<file path="config.mk">
export PLATFORM = sky130hd
export DESIGN_NAME = wheel_rate_pid_controller_top
export DESIGN_NICKNAME = d
export VERILOG_FILES = /design/src/rtl/wrpc_pkg.sv /design/src/rtl/wrpc_mac.sv /design/src/rtl/wheel_rate_pid_controller_top.sv
export SDC_FILE = /design/constraint.sdc
export NUM_CORES = 1
export LEC_CHECK = 0
export BUFFER_PORTS_ARGS = -buffer_cell sky130_fd_sc_hd__buf_2
export CELL_PAD_IN_SITES_DETAIL_PLACEMENT = 0
export CELL_PAD_IN_SITES_GLOBAL_PLACEMENT = 1
export CORE_MARGIN = 2
export CORE_UTILIZATION = 55
export CTS_BUF_LIST = sky130_fd_sc_hd__clkbuf_2
export DETAILED_ROUTE_END_ITERATION = 8
export PLACE_DENSITY_LB_ADDON = 0.15
export REMOVE_ABC_BUFFERS = 1
export SLEW_MARGIN = 20
export SYNTH_ARGS = -nofsm -noshare
export SYNTH_HDL_FRONTEND = slang
export SYNTH_SLANG_ARGS = --single-unit
</file>
<file path="constraint.sdc">
create_clock -name clk_i -period 10.95 [get_ports clk_i]
set_input_delay 2.19 -clock clk_i [delete_from_list [all_inputs] [get_ports clk_i]]
set_output_delay 2.19 -clock clk_i [all_outputs]
set_load 0.005 [all_outputs]
</file>
<file path="src/rtl/wrpc_pkg.sv">
// Shared widths, codes and register defaults for the wheel rate controller.
package wrpc_pkg;

  // Default fixed-point formats of the rate samples and the gains.
  localparam int unsigned RATE_FRAC_BITS_DEF = 12;
  localparam int unsigned GAIN_FRAC_BITS_DEF = 8;

  // Field and datapath widths.
  localparam int unsigned RATE_W = 16;  // yaw rate sample
  localparam int unsigned GAIN_W = 16;  // PID gains
  localparam int unsigned E_W    = 17;  // error, the negated rate
  localparam int unsigned ES_W   = 20;  // clamped error sum
  localparam int unsigned D_W    = 18;  // error difference
  localparam int unsigned ACC_W  = 38;  // PID accumulator
  localparam int unsigned PROD_W = 42;  // accumulator times the output scale
  localparam int unsigned BRK_W  = 20;  // five times the rate
  localparam int unsigned SPD_W  = 8;   // wheel speed
  localparam int unsigned LIM_W  = 7;   // speed style limits

  // Configuration port.
  localparam int unsigned CFG_AW = 5;
  localparam int unsigned CFG_DW = 32;

  // Register indexes.
  localparam logic [2:0] REG_GAIN_PROP   = 3'd0;
  localparam logic [2:0] REG_GAIN_INTEG  = 3'd1;
  localparam logic [2:0] REG_GAIN_DERIV  = 3'd2;
  localparam logic [2:0] REG_INTEG_LIMIT = 3'd3;
  localparam logic [2:0] REG_DEAD_BAND   = 3'd4;
  localparam logic [2:0] REG_SPEED_LIMIT = 3'd5;
  localparam logic [2:0] REG_BRAKE_LIMIT = 3'd6;
  localparam logic [2:0] REG_SETTLE_RATE = 3'd7;

  // Register reset values.
  localparam logic [15:0] GAIN_PROP_RST   = 16'd256;
  localparam logic [15:0] GAIN_INTEG_RST  = 16'd26;
  localparam logic [15:0] GAIN_DERIV_RST  = 16'd13;
  localparam logic [18:0] INTEG_LIMIT_RST = 19'd409600;
  localparam logic [6:0]  DEAD_BAND_RST   = 7'd5;
  localparam logic [6:0]  SPEED_LIMIT_RST = 7'd127;
  localparam logic [6:0]  BRAKE_LIMIT_RST = 7'd50;
  localparam logic [14:0] SETTLE_RATE_RST = 15'd2048;

  // Request modes.
  localparam logic [1:0] MODE_HOLD     = 2'd1;
  localparam logic [1:0] MODE_DETUMBLE = 2'd2;

  // Command kinds.
  localparam logic [1:0] CMD_SELECT = 2'd0;
  localparam logic [1:0] CMD_SPEED  = 2'd1;
  localparam logic [1:0] CMD_STOP   = 2'd2;

endpackage

</file>
<file path="src/rtl/wrpc_mac.sv">
// Bit-serial multiply-accumulate unit for the three PID terms.
module wrpc_mac (
  input  logic                                clk_i,
  input  logic                                rst_ni,
  input  logic                                start_i,
  input  logic signed [wrpc_pkg::E_W-1:0]     e_i,
  input  logic signed [wrpc_pkg::ES_W-1:0]    es_i,
  input  logic signed [wrpc_pkg::D_W-1:0]     d_i,
  input  logic        [wrpc_pkg::GAIN_W-1:0]  gp_i,
  input  logic        [wrpc_pkg::GAIN_W-1:0]  gi_i,
  input  logic        [wrpc_pkg::GAIN_W-1:0]  gd_i,
  output logic                                done_o,
  output logic signed [wrpc_pkg::ACC_W-1:0]   acc_o
);
  import wrpc_pkg::*;

  localparam int unsigned CNT_W = $clog2(GAIN_W);
  localparam logic [CNT_W-1:0] CNT_LAST = CNT_W'(GAIN_W - 1);

  logic                    run_q, run_d;
  logic                    done_q, done_d;
  logic [CNT_W-1:0]        cnt_q, cnt_d;
  logic signed [ACC_W-1:0] acc_q, acc_d;
  logic signed [ACC_W-1:0] e_q, e_d;
  logic signed [ACC_W-1:0] es_q, es_d;
  logic signed [ACC_W-1:0] d_q, d_d;
  logic [GAIN_W-1:0]       gp_q, gp_d;
  logic [GAIN_W-1:0]       gi_q, gi_d;
  logic [GAIN_W-1:0]       gd_q, gd_d;

  // One gain bit per cycle, most significant first: shift the sum up and add
  // each operand whose gain bit is set.
  always_comb begin
    logic signed [ACC_W-1:0] add_p;
    logic signed [ACC_W-1:0] add_i;
    logic signed [ACC_W-1:0] add_d;
    add_p  = gp_q[GAIN_W-1] ? e_q  : '0;
    add_i  = gi_q[GAIN_W-1] ? es_q : '0;
    add_d  = gd_q[GAIN_W-1] ? d_q  : '0;
    run_d  = run_q;
    done_d = 1'b0;
    cnt_d  = cnt_q;
    acc_d  = acc_q;
    e_d    = e_q;
    es_d   = es_q;
    d_d    = d_q;
    gp_d   = gp_q;
    gi_d   = gi_q;
    gd_d   = gd_q;
    if (start_i) begin
      run_d = 1'b1;
      cnt_d = '0;
      acc_d = '0;
      e_d   = {{(ACC_W-E_W){e_i[E_W-1]}}, e_i};
      es_d  = {{(ACC_W-ES_W){es_i[ES_W-1]}}, es_i};
      d_d   = {{(ACC_W-D_W){d_i[D_W-1]}}, d_i};
      gp_d  = gp_i;
      gi_d  = gi_i;
      gd_d  = gd_i;
    end else if (run_q) begin
      acc_d = (acc_q <<< 1) + add_p + add_i + add_d;
      gp_d  = {gp_q[GAIN_W-2:0], 1'b0};
      gi_d  = {gi_q[GAIN_W-2:0], 1'b0};
      gd_d  = {gd_q[GAIN_W-2:0], 1'b0};
      cnt_d = cnt_q + 1'b1;
      if (cnt_q == CNT_LAST) begin
        run_d  = 1'b0;
        done_d = 1'b1;
      end
    end
  end

  // Control state.
  always_ff @(posedge clk_i or negedge rst_ni) begin
    if (!rst_ni) begin
      run_q  <= 1'b0;
      done_q <= 1'b0;
      cnt_q  <= '0;
    end else begin
      run_q  <= run_d;
      done_q <= done_d;
      cnt_q  <= cnt_d;
    end
  end

  // Operand shift registers and accumulator.
  always_ff @(posedge clk_i) begin
    acc_q <= acc_d;
    e_q   <= e_d;
    es_q  <= es_d;
    d_q   <= d_d;
    gp_q  <= gp_d;
    gi_q  <= gi_d;
    gd_q  <= gd_d;
  end

  assign done_o = done_q;
  assign acc_o  = acc_q;

endmodule

</file>
<file path="src/rtl/wheel_rate_pid_controller_top.sv">
// Wheel rate controller top level: register port, sequencer and result register.
//
// Usage: each input word carries a mode, a yaw-rate sample and two sensor
// status flags. The word is taken at a rising edge with in_valid_i high and
// in_stall_o low. It yields zero, one or two result words on the output
// channel, taken at an edge with out_valid_o high and out_stall_i low; last_o
// marks the final word of an input word.
// Sequence: a start-up or stop word goes from the emit state to the output register.
// A detumble word passes the brake, shape and emit states; a settled one then emits
// its stop word. A rate-hold word passes prep, multiply, scale, divide, shape and
// emit, paced by the bit-serial MAC unit walking the 16 gain bits one per cycle.
// Throughput: one input word at a time; a new word is accepted once the last
// result of the previous one sits in the output register, even while the
// receiver still stalls it.
// A stalled result holds its value; the sequencer waits for the register to
// free up before loading the next word.
// Reset clears the controller state and loads the default gains and limits;
// the first word after reset always produces the select-motor command.
module wheel_rate_pid_controller_top #(
  parameter int unsigned RATE_FRAC_BITS = wrpc_pkg::RATE_FRAC_BITS_DEF,
  parameter int unsigned GAIN_FRAC_BITS = wrpc_pkg::GAIN_FRAC_BITS_DEF
) (
  input  logic                            clk_i,
  input  logic                            rst_ni,
  // Configuration port
  input  logic                            psel,
  input  logic                            penable,
  input  logic                            pwrite,
  input  logic [wrpc_pkg::CFG_AW-1:0]     paddr,
  input  logic [wrpc_pkg::CFG_DW-1:0]     pwdata,
  output logic [wrpc_pkg::CFG_DW-1:0]     prdata,
  output logic                            pready,
  // Input channel
  input  logic                            in_valid_i,
  output logic                            in_stall_o,
  input  logic [1:0]                      req_type_i,
  input  logic signed [15:0]              yaw_rate_i,
  input  logic                            imu_ready_i,
  input  logic                            read_ok_i,
  // Output channel
  output logic                            out_valid_o,
  input  logic                            out_stall_i,
  output logic [1:0]                      cmd_kind_o,
  output logic signed [7:0]               wheel_speed_o,
  output logic                            running_o,
  output logic                            last_o
);
  import wrpc_pkg::*;

  localparam int unsigned SHIFT = RATE_FRAC_BITS + GAIN_FRAC_BITS;
  localparam logic signed [PROD_W-1:0] DIV_BIAS = PROD_W'((64'd1 << SHIFT) - 64'd1);
  localparam logic signed [BRK_W-1:0] BRK_BIAS = BRK_W'((64'd1 << RATE_FRAC_BITS) - 64'd1);

  typedef enum logic [7:0] {
    S_IDLE  = 8'b0000_0001,
    S_PREP  = 8'b0000_0010,
    S_MUL   = 8'b0000_0100,
    S_SCALE = 8'b0000_1000,
    S_DIV   = 8'b0001_0000,
    S_BRAKE = 8'b0010_0000,
    S_SHAPE = 8'b0100_0000,
    S_EMIT  = 8'b1000_0000
  } state_e;

  state_e state_q, state_d;

  // Configuration registers.
  logic [15:0] gain_prop_q, gain_integ_q, gain_deriv_q;
  logic [18:0] integ_limit_q;
  logic [6:0]  dead_band_q, speed_limit_q, brake_limit_q;
  logic [14:0] settle_rate_q;
  logic        cfg_we;

  // Controller state.
  logic                     started_q, started_d;
  logic                     motor_on_q, motor_on_d;
  logic signed [ES_W-1:0]   err_sum_q, err_sum_d;
  logic signed [E_W-1:0]    prev_err_q, prev_err_d;
  logic signed [RATE_W-1:0] held_q, held_d;
  logic                     hold_q, hold_d;
  logic                     settled_q, settled_d;
  logic                     two_q, two_d;
  logic signed [PROD_W-1:0] val_q, val_d;

  // Pending result and output register.
  logic [1:0]              res_kind_q, res_kind_d;
  logic signed [SPD_W-1:0] res_speed_q, res_speed_d;
  logic                    res_run_q, res_run_d;
  logic                    res_last_q, res_last_d;
  logic                    out_valid_q, out_valid_d;
  logic [1:0]              out_kind_q, out_kind_d;
  logic signed [SPD_W-1:0] out_speed_q, out_speed_d;
  logic                    out_run_q, out_run_d;
  logic                    out_last_q, out_last_d;

  // PID datapath.
  logic signed [E_W-1:0]    e_cur;
  logic signed [ES_W:0]     es_sum;
  logic signed [ES_W:0]     es_lim;
  logic signed [ES_W-1:0]   es_new;
  logic signed [D_W-1:0]    d_cur;
  logic                     mac_start;
  logic                     mac_done;
  logic signed [ACC_W-1:0]  mac_acc;

  // Detumble and shaping datapath.
  logic signed [BRK_W-1:0]  brk_neg;
  logic signed [BRK_W-1:0]  brk_trunc;
  logic signed [BRK_W-1:0]  brk_lim;
  logic signed [BRK_W-1:0]  brk_clamp;
  logic signed [E_W-1:0]    held_abs;
  logic signed [PROD_W-1:0] db_s;
  logic signed [PROD_W-1:0] sl_s;
  logic signed [SPD_W-1:0]  shaped;
  logic signed [RATE_W-1:0] held_sel;
  logic                     out_free;

  // Register port: writes land in the access phase, reads are immediate.
  assign pready = 1'b1;
  assign cfg_we = psel && penable && pwrite;

  always_ff @(posedge clk_i or negedge rst_ni) begin
    if (!rst_ni) begin
      gain_prop_q   <= GAIN_PROP_RST;
      gain_integ_q  <= GAIN_INTEG_RST;
      gain_deriv_q  <= GAIN_DERIV_RST;
      integ_limit_q <= INTEG_LIMIT_RST;
      dead_band_q   <= DEAD_BAND_RST;
      speed_limit_q <= SPEED_LIMIT_RST;
      brake_limit_q <= BRAKE_LIMIT_RST;
      settle_rate_q <= SETTLE_RATE_RST;
    end else if (cfg_we) begin
      unique case (paddr[4:2])
        REG_GAIN_PROP:   gain_prop_q   <= pwdata[15:0];
        REG_GAIN_INTEG:  gain_integ_q  <= pwdata[15:0];
        REG_GAIN_DERIV:  gain_deriv_q  <= pwdata[15:0];
        REG_INTEG_LIMIT: integ_limit_q <= pwdata[18:0];
        REG_DEAD_BAND:   dead_band_q   <= pwdata[6:0];
        REG_SPEED_LIMIT: speed_limit_q <= pwdata[6:0];
        REG_BRAKE_LIMIT: brake_limit_q <= pwdata[6:0];
        REG_SETTLE_RATE: settle_rate_q <= pwdata[14:0];
        default: ;
      endcase
    end
  end

  always_comb begin
    unique case (paddr[4:2])
      REG_GAIN_PROP:   prdata = {16'd0, gain_prop_q};
      REG_GAIN_INTEG:  prdata = {16'd0, gain_integ_q};
      REG_GAIN_DERIV:  prdata = {16'd0, gain_deriv_q};
      REG_INTEG_LIMIT: prdata = {13'd0, integ_limit_q};
      REG_DEAD_BAND:   prdata = {25'd0, dead_band_q};
      REG_SPEED_LIMIT: prdata = {25'd0, speed_limit_q};
      REG_BRAKE_LIMIT: prdata = {25'd0, brake_limit_q};
      REG_SETTLE_RATE: prdata = {17'd0, settle_rate_q};
      default:         prdata = '0;
    endcase
  end

  // Rate selection: a missing sensor reads as zero, a failed read keeps the old rate.
  assign held_sel = !imu_ready_i ? '0 : (read_ok_i ? yaw_rate_i : held_q);

  // PID operands: error, clamped error sum and error difference.
  assign e_cur  = -{held_q[RATE_W-1], held_q};
  assign es_sum = {err_sum_q[ES_W-1], err_sum_q} + {{(ES_W+1-E_W){e_cur[E_W-1]}}, e_cur};
  assign es_lim = {2'b00, integ_limit_q};

  always_comb begin
    if (es_sum > es_lim) begin
      es_new = es_lim[ES_W-1:0];
    end else if (es_sum < -es_lim) begin
      es_new = ES_W'(-es_lim);
    end else begin
      es_new = es_sum[ES_W-1:0];
    end
  end

  assign d_cur = {e_cur[E_W-1], e_cur} - {prev_err_q[E_W-1], prev_err_q};

  wrpc_mac u_mac (
    .clk_i   (clk_i),
    .rst_ni  (rst_ni),
    .start_i (mac_start),
    .e_i     (e_cur),
    .es_i    (es_new),
    .d_i     (d_cur),
    .gp_i    (gain_prop_q),
    .gi_i    (gain_integ_q),
    .gd_i    (gain_deriv_q),
    .done_o  (mac_done),
    .acc_o   (mac_acc)
  );

  // Detumble brake: minus five times the rate, truncated toward zero, then limited.
  assign brk_neg   = -(({{(BRK_W-RATE_W){held_q[RATE_W-1]}}, held_q} <<< 2)
                     + {{(BRK_W-RATE_W){held_q[RATE_W-1]}}, held_q});
  assign brk_trunc = $signed(brk_neg + (brk_neg[BRK_W-1] ? BRK_BIAS : '0)) >>> RATE_FRAC_BITS;
  assign brk_lim   = {{(BRK_W-LIM_W){1'b0}}, brake_limit_q};

  always_comb begin
    if (brk_trunc > brk_lim) begin
      brk_clamp = brk_lim;
    end else if (brk_trunc < -brk_lim) begin
      brk_clamp = -brk_lim;
    end else begin
      brk_clamp = brk_trunc;
    end
  end

  assign held_abs = held_q[RATE_W-1] ? -{held_q[RATE_W-1], held_q}
                                     : {held_q[RATE_W-1], held_q};

  // Speed shaping: dead band, then the symmetric speed limit.
  assign db_s = {{(PROD_W-LIM_W){1'b0}}, dead_band_q};
  assign sl_s = {{(PROD_W-LIM_W){1'b0}}, speed_limit_q};

  always_comb begin
    if (val_q <= db_s && val_q >= -db_s) begin
      shaped = '0;
    end else if (val_q > sl_s) begin
      shaped = sl_s[SPD_W-1:0];
    end else if (val_q < -sl_s) begin
      shaped = SPD_W'(-sl_s);
    end else begin
      shaped = val_q[SPD_W-1:0];
    end
  end

  assign out_free = !out_valid_q || !out_stall_i;

  // Sequencer.
  always_comb begin
    state_d     = state_q;
    started_d   = started_q;
    motor_on_d  = motor_on_q;
    err_sum_d   = err_sum_q;
    prev_err_d  = prev_err_q;
    held_d      = held_q;
    hold_d      = hold_q;
    settled_d   = settled_q;
    two_d       = two_q;
    val_d       = val_q;
    res_kind_d  = res_kind_q;
    res_speed_d = res_speed_q;
    res_run_d   = res_run_q;
    res_last_d  = res_last_q;
    out_valid_d = out_valid_q && out_stall_i;
    out_kind_d  = out_kind_q;
    out_speed_d = out_speed_q;
    out_run_d   = out_run_q;
    out_last_d  = out_last_q;
    mac_start   = 1'b0;
    unique case (state_q)
      S_IDLE: begin
        if (in_valid_i) begin
          if (!started_q) begin
            // First word after reset: clear the loop and select the motor.
            started_d   = 1'b1;
            motor_on_d  = 1'b0;
            err_sum_d   = '0;
            prev_err_d  = '0;
            res_kind_d  = CMD_SELECT;
            res_speed_d = '0;
            res_run_d   = 1'b0;
            res_last_d  = 1'b1;
            two_d       = 1'b0;
            state_d     = S_EMIT;
          end else if (req_type_i != MODE_HOLD && req_type_i != MODE_DETUMBLE) begin
            // Inactive: stop a running motor, otherwise nothing to say.
            if (motor_on_q) begin
              motor_on_d  = 1'b0;
              res_kind_d  = CMD_STOP;
              res_speed_d = '0;
              res_run_d   = 1'b0;
              res_last_d  = 1'b1;
              two_d       = 1'b0;
              state_d     = S_EMIT;
            end
          end else begin
            held_d  = held_sel;
            hold_d  = (req_type_i == MODE_HOLD);
            state_d = (req_type_i == MODE_HOLD) ? S_PREP : S_BRAKE;
          end
        end
      end
      S_PREP: begin
        mac_start  = 1'b1;
        err_sum_d  = es_new;
        prev_err_d = e_cur;
        state_d    = S_MUL;
      end
      S_MUL: begin
        if (mac_done) begin
          state_d = S_SCALE;
        end
      end
      S_SCALE: begin
        // Output scale of ten as eight plus two.
        val_d   = ({{(PROD_W-ACC_W){mac_acc[ACC_W-1]}}, mac_acc} <<< 3)
                + ({{(PROD_W-ACC_W){mac_acc[ACC_W-1]}}, mac_acc} <<< 1);
        state_d = S_DIV;
      end
      S_DIV: begin
        // Drop the fraction bits, rounding toward zero.
        val_d   = $signed(val_q + (val_q[PROD_W-1] ? DIV_BIAS : '0)) >>> SHIFT;
        state_d = S_SHAPE;
      end
      S_BRAKE: begin
        val_d     = {{(PROD_W-BRK_W){brk_clamp[BRK_W-1]}}, brk_clamp};
        settled_d = (held_abs < $signed({2'b00, settle_rate_q}));
        state_d   = S_SHAPE;
      end
      S_SHAPE: begin
        res_kind_d  = CMD_SPEED;
        res_speed_d = shaped;
        res_run_d   = (shaped != '0);
        res_last_d  = hold_q || !settled_q;
        two_d       = !hold_q && settled_q;
        motor_on_d  = (!hold_q && settled_q) ? 1'b0 : (shaped != '0);
        state_d     = S_EMIT;
      end
      S_EMIT: begin
        if (out_free) begin
          out_valid_d = 1'b1;
          out_kind_d  = res_kind_q;
          out_speed_d = res_speed_q;
          out_run_d   = res_run_q;
          out_last_d  = res_last_q;
          if (two_q) begin
            // A settled detumble follows its speed word with a stop.
            res_kind_d  = CMD_STOP;
            res_speed_d = '0;
            res_run_d   = 1'b0;
            res_last_d  = 1'b1;
            two_d       = 1'b0;
          end else begin
            state_d = S_IDLE;
          end
        end
      end
      default: state_d = S_IDLE;
    endcase
  end

  // Control state.
  always_ff @(posedge clk_i or negedge rst_ni) begin
    if (!rst_ni) begin
      state_q     <= S_IDLE;
      started_q   <= 1'b0;
      motor_on_q  <= 1'b0;
      err_sum_q   <= '0;
      prev_err_q  <= '0;
      held_q      <= '0;
      two_q       <= 1'b0;
      out_valid_q <= 1'b0;
    end else begin
      state_q     <= state_d;
      started_q   <= started_d;
      motor_on_q  <= motor_on_d;
      err_sum_q   <= err_sum_d;
      prev_err_q  <= prev_err_d;
      held_q      <= held_d;
      two_q       <= two_d;
      out_valid_q <= out_valid_d;
    end
  end

  // Datapath and result words.
  always_ff @(posedge clk_i) begin
    hold_q      <= hold_d;
    settled_q   <= settled_d;
    val_q       <= val_d;
    res_kind_q  <= res_kind_d;
    res_speed_q <= res_speed_d;
    res_run_q   <= res_run_d;
    res_last_q  <= res_last_d;
    out_kind_q  <= out_kind_d;
    out_speed_q <= out_speed_d;
    out_run_q   <= out_run_d;
    out_last_q  <= out_last_d;
  end

  assign in_stall_o    = (state_q != S_IDLE);
  assign out_valid_o   = out_valid_q;
  assign cmd_kind_o    = out_kind_q;
  assign wheel_speed_o = out_speed_q;
  assign running_o     = out_run_q;
  assign last_o        = out_last_q;

endmodule
</file>
==> results of run 1 <==
layer usage:
| metal | global-route usage | wire length (um) |
|---|---|---|
| met5 | 0 | 0 |
| met4 | 0.121 | 2950 |
| met3 | 0.0403 | 3920 |
| met2 | 0.494 | 40100 |
| met1 | 0.398 | 38200 |
area by class of cell:
cell class,instances,area (sq um)
antenna,2,5.00
multi-input combinational,2573,18900
inverter,196,741
fill,4886,22300
sequential,383,10300
timing repair buffer,112,644
clock buffer,164,821
clock inverter,27,179
tap,704,881
synthesized netlist by cell type, drive strengths merged (58+ instances only):
master / instances / area share
a21o: 122 / 0.030
a21oi: 145 / 0.024
clkbuf: 86 / 0.011
dfrtp: 150 / 0.12
edfxtp: 171 / 0.17
fa: 61 / 0.040
ha: 335 / 0.14
inv: 191 / 0.024
mux2i: 62 / 0.020
nand2: 453 / 0.056
nand3: 63 / 0.010
nor2: 188 / 0.023
o21ai: 194 / 0.032
xnor2: 123 / 0.036
xor2: 58 / 0.017
cell usage in the layout (no fill, tap or decap), types with 48 or more instances in the layout:
| cell type | instances |
|---|---|
| nor3_1 | 48 |
| ha_1 | 335 |
| a21oi_1 | 144 |
| a21o_1 | 122 |
| dfrtp_1 | 149 |
| nand2_1 | 452 |
| edfxtp_1 | 171 |
| o21a_1 | 56 |
| inv_1 | 191 |
| clkbuf_2 | 164 |
| fa_1 | 60 |
| buf_2 | 80 |
| nand3_1 | 63 |
| xnor2_1 | 123 |
| nand4_1 | 48 |
| xor2_1 | 58 |
| mux2i_1 | 62 |
| nor2_1 | 186 |
| o21ai_0 | 192 |
| mux2_2 | 56 |
logic make-up after synthesis:
group                    synth area share
multiplexers                       0.0455
adder cells (fa/ha/maj)             0.178
flip-flops                          0.339
buffers and inverters              0.0398
AND/OR/NAND/NOR                     0.163
other                            0.000248
AO/OA/AOI/OAI                       0.181
XOR/XNOR                           0.0523
worst max path at each step:
stage / cells past startpoint / end
after floorplan: 6 / err_sum_q[16]$_DFFE_PN0P_
after global placement: 32 / val_q[39]$_DFFE_PP_
after detailed placement: 32 / val_q[39]$_DFFE_PP_
after CTS: 32 / val_q[39]$_DFFE_PP_
after global routing: 32 / val_q[39]$_DFFE_PP_
final: 32 / val_q[39]$_DFFE_PP_
per-stage QoR:
stage	hold slack [ns]	util	cells	worst slack, ns	area [sq um]
after floorplan	0.400	-	3152	2.90	29900
after global placement	0.402	0.574	3968	2.32	31500
final	0.421	0.593	4161	1.86	32500
after global routing	0.440	0.593	4161	1.24	32500
after CTS	0.424	0.593	4159	2.00	32500
after detailed placement	0.405	0.574	3968	2.17	31500
flip-flops by register name, indices dropped and copies added (netlist names), 17 cells and up:
| register | count |
|---|---|
| val_q | 42 |
| u_mac.acc_o | 38 |
| err_sum_q | 20 |
| u_mac.es_q | 20 |
| integ_limit_q | 19 |
| u_mac.d_q | 18 |
| prev_err_q | 17 |
| u_mac.e_q | 17 |
==> impl_metrics.env, run 1 <==
export IMPL_status="finished clean"
export IMPL_hp_start="res_speed_q[4]$_SDFFCE_PN0P_"
export IMPL_antenna_found_initial=1
export IMPL_cts_root_buffer="clkbuf_2"
export IMPL_cts_setup_buffers=0
export IMPL_grt_usage=0.299
export IMPL_critPathArrivalTime_ns=10.03
export IMPL_synth_edf_count=171
export IMPL_viasPerCell=6.03
export IMPL_worstMarginPinSlew_ns=1.04
export IMPL_ios=111
export IMPL_die_h_um=239
export IMPL_postSynthAreaPerCell_sq_um=9.33
export IMPL_clock_skew_ns=0.133
export IMPL_grt_pass1_wl_um=134000
export IMPL_overflow=0
export IMPL_holdBufCountCts=0
export IMPL_finalSetupTns_ns=0
export IMPL_crit_slowest_cell="o41ai_1"
export IMPL_core_sq_um=54800
export IMPL_synth_cells=3249
export IMPL_hold_viol=0
export IMPL_async_reset_ff_frac=0.454
export IMPL_routed_wl_um=85200
export IMPL_cts_inserted_buffers=103
export IMPL_worstPathRequired_ns=11.89
export IMPL_ctsLongestPathBuffers=3
export IMPL_reg2regPathDepth=32
export IMPL_fin_nets=3829
export IMPL_synth_seq_area_share=0.339
export IMPL_final_max_slew_viol_count=0
export IMPL_worstPathMaxFanout=21
export IMPL_critical_path_class="reg -> reg"
export IMPL_syn_to_final_growth_pct=7.10
export IMPL_die_w_um=239
export IMPL_worst_path_buf_inv=1
export IMPL_clkTransAtPathRegs_ns=0.13
export IMPL_cp_start_kind="register"
export IMPL_drt_initial_drc_count=1510
export IMPL_num_vias=25100
export IMPL_clock_fmax_mhz=110
export IMPL_crit_family="compound AO/OA/AOI/OAI gates"
export IMPL_cts_tree="done"
export IMPL_rrSetupSlack_ns=1.86
export IMPL_rr_startpoint="held_q[2]$_DFFE_PN0P_"
export IMPL_yosysWarnings=0
export IMPL_max_slew_margin=0.308
export IMPL_reg2reg_to="val_q[39]$_DFFE_PP_"
export IMPL_layout_drive_gt1_share=0.122
export IMPL_synth_flop_cell="edfxtp_1"
export IMPL_min_period_ns=9.09
export IMPL_syn_area_sq_um=30300
export IMPL_grt_pass1_vias=24500
export IMPL_period_share=0.830
export IMPL_hold_end="wheel_speed_o[4]$_DFFE_PP_"
export IMPL_htree_num_levels=3
export IMPL_hold_path_depth=0
export IMPL_grt_max_degree=82
export IMPL_cts_sinks=383
export IMPL_die_area_sq_um=57000
export IMPL_grt_setup_unrepaired="false"
export IMPL_firstDrtPassIters=8
export IMPL_antenna_left=0
export IMPL_post_cts_resized=0
export IMPL_hp_class="reg -> reg"
export IMPL_crit_path_start="held_q[2]$_DFFE_PN0P_"
export IMPL_route_detailed_drc=0
export IMPL_wl_per_cell_um=20.5
export IMPL_initial_core_util=0.554
export IMPL_max_stage_delay_ns=0.55
export IMPL_synth_cell_types=101
export IMPL_synth_seq_cells=383
export IMPL_place_gp_congestion=0.931
export IMPL_num_rows=86
export IMPL_setup_viol=0
export IMPL_clk_latency_ns=1.18
export IMPL_dp_hpwl_um=64500
export IMPL_drv_cap=0
export IMPL_numPortBuffers=81
export IMPL_setup_worst_path_end_class="register"
Power of run 1 is not shown: default switching activity piles up to over one toggle a cycle in this logic, so the estimate is an artifact.
==> run 2: changes to the inputs <==
--- a/config.mk
+++ b/config.mk
@@ -9,7 +9,7 @@
 export CELL_PAD_IN_SITES_DETAIL_PLACEMENT = 0
 export CELL_PAD_IN_SITES_GLOBAL_PLACEMENT = 1
 export CORE_MARGIN = 2
-export CORE_UTILIZATION = 55
+export CORE_UTILIZATION = 46
 export CTS_BUF_LIST = sky130_fd_sc_hd__clkbuf_2
 export DETAILED_ROUTE_END_ITERATION = 8
 export PLACE_DENSITY_LB_ADDON = 0.15
==> constraint.sdc (replaced) <==
create_clock -name clk_i -period 8.3 [get_ports clk_i]
set_input_delay 1.66 -clock clk_i [delete_from_list [all_inputs] [get_ports clk_i]]
set_output_delay 1.66 -clock clk_i [all_outputs]
set_load 0.005 [all_outputs]
==> run 2 against run 1 <==
  * Sequential share of layout area shrank 0.44 points
  * Flip-flop and latch count is the same
  * Largest cell class unchanged
  * Global-route usage shrank 3.8 points
  * Critical endpoint is now val_q[5]$_DFFE_PP_
==> impl_metrics.env, run 2 (synthesis results as in run 1) <==
export IMPL_status="finished clean"
export IMPL_crit_path_start="held_q[2]$_DFFE_PN0P_"
export IMPL_period_share=0.948
export IMPL_route_detailed_drc=0
export IMPL_final_cell_mix="nand2_1, ha_1, o21ai_0"
export IMPL_largest_register="val_q"
export IMPL_setup_worst_path_end_class="register"
export IMPL_worstMarginPinSlew_ns=1.13
export IMPL_die_area_sq_um=68000
export IMPL_grt_setup_unrepaired="false"
export IMPL_wl_per_cell_um=20.4
export IMPL_wl_met1_um=40100
export IMPL_critical_path_class="reg -> reg"
export IMPL_num_vias=25100
export IMPL_die_h_um=261
export IMPL_hp_class="in -> async"
export IMPL_cts_tree="done"
export IMPL_drt_initial_drc_count=1786
export IMPL_place_gp_congestion=0.916
export IMPL_antenna_found_initial=2
export IMPL_cts_sinks=383
export IMPL_cts_inserted_buffers=104
export IMPL_htree_num_levels=3
export IMPL_clk_latency_ns=1.22
export IMPL_hold_viol=0
export IMPL_largest_reg_flops=42
export IMPL_firstDrtPassIters=7
export IMPL_antenna_left=0
export IMPL_core_sq_um=65500
export IMPL_worstPathMaxFanout=7
export IMPL_clkTransAtPathRegs_ns=0.16
export IMPL_finalSetupTns_ns=0
export IMPL_routed_wl_um=88500
export IMPL_ctsLongestPathBuffers=3
export IMPL_dr_wl_met2_um=42000
export IMPL_grt_pass1_vias=24800
export IMPL_min_period_ns=7.87
export IMPL_clock_fmax_mhz=127
export IMPL_numPortBuffers=81
export IMPL_drv_cap=0
export IMPL_worstPathRequired_ns=9.12
export IMPL_cp_start_kind="register"
export IMPL_max_stage_delay_ns=0.43
export IMPL_clock_skew_ns=0.166
export IMPL_grt_max_degree=106
export IMPL_viasPerCell=5.78
export IMPL_final_max_slew_viol_count=0
export IMPL_rr_startpoint="held_q[2]$_DFFE_PN0P_"
export IMPL_syn_to_final_growth_pct=8.63
export IMPL_layout_commonest_cell="nand2_1"
export IMPL_grt_usage=0.262
export IMPL_fin_nets=3847
export IMPL_reg2regPathDepth=31
export IMPL_overflow=0
export IMPL_wl_met3_um=3640
export IMPL_ios=111
export IMPL_highest_layer="met4"
export IMPL_crit_slowest_cell="fa_1"
export IMPL_critPathArrivalTime_ns=8.69
export IMPL_max_slew_margin=0.240
export IMPL_dp_hpwl_um=67200
export IMPL_initial_core_util=0.463
export IMPL_setup_viol=0
export IMPL_layout_drive_gt1_share=0.126
export IMPL_grt_pass1_wl_um=139000
export IMPL_die_w_um=261
export IMPL_num_rows=94
export IMPL_cts_root_buffer="clkbuf_2"
[run 2: area by class of cell]
cell class | count | area (sq um)
diodes | 6 | 15.0
clock buffers | 151 | 756
repair buffers | 129 | 800
inverters | 196 | 741
clock inverters | 46 | 285
fillers | 6249 | 32600
flip-flops and latches | 383 | 10300
well taps | 864 | 1080
multi-input cells | 2573 | 19000
[run 2: critical path: cells and delay by family (launching register included)]
kind / cells / cell delay (ns)
AO/OA/AOI/OAI: 22 / 5.11
adder cells (fa/ha/maj): 4 / 1.30
AND/OR/NAND/NOR: 3 / 0.43
flip-flops: 1 / 0.39
XOR/XNOR: 1 / 0.17
buffers and inverters: 1 / 0.09
[run 2: worst paths after layout]
kind	end	slack (ns)
setup reg to reg	val_q[5]$_DFFE_PP_	0.43
hold / removal	held_q[11]$_DFFE_PN0P_	0.39
setup / recovery	val_q[5]$_DFFE_PP_	0.43
max in group asynchronous	two_q$_DFFE_PN0P_	6.40
hold reg to reg	wheel_speed_o[4]$_DFFE_PP_	0.41
min in group clk_i	wheel_speed_o[4]$_DFFE_PP_	0.41
[run 2: metal layers]
metal	GRT usage	vias to the layer above
li1	-	12200
met2	0.440	638
met4	0.0871	0
met5	0	-
met3	0.0356	160
met1	0.347	12200
[run 2: what timing repair did]
item	CTS	global route
setup endpoints to repair	0	52
gates resized for setup	0	15
hold buffers	0	0
setup buffers	0	4
[run 2: per-stage QoR]
step	hold slack [ns]	setup WS [ns]	std cells	cell area [sq um]	utilization
floorplan	0.400	0.246	3152	29900	-
global placement	0.403	0.329	4141	31800	0.485
detailed placement	0.407	0.290	4141	31800	0.485
CTS	0.272	0.187	4338	32800	0.501
global route	0.284	0.000402	4347	32900	0.503
finish	0.394	0.434	4348	32900	0.503
Power of run 2 is left out for the same reason.
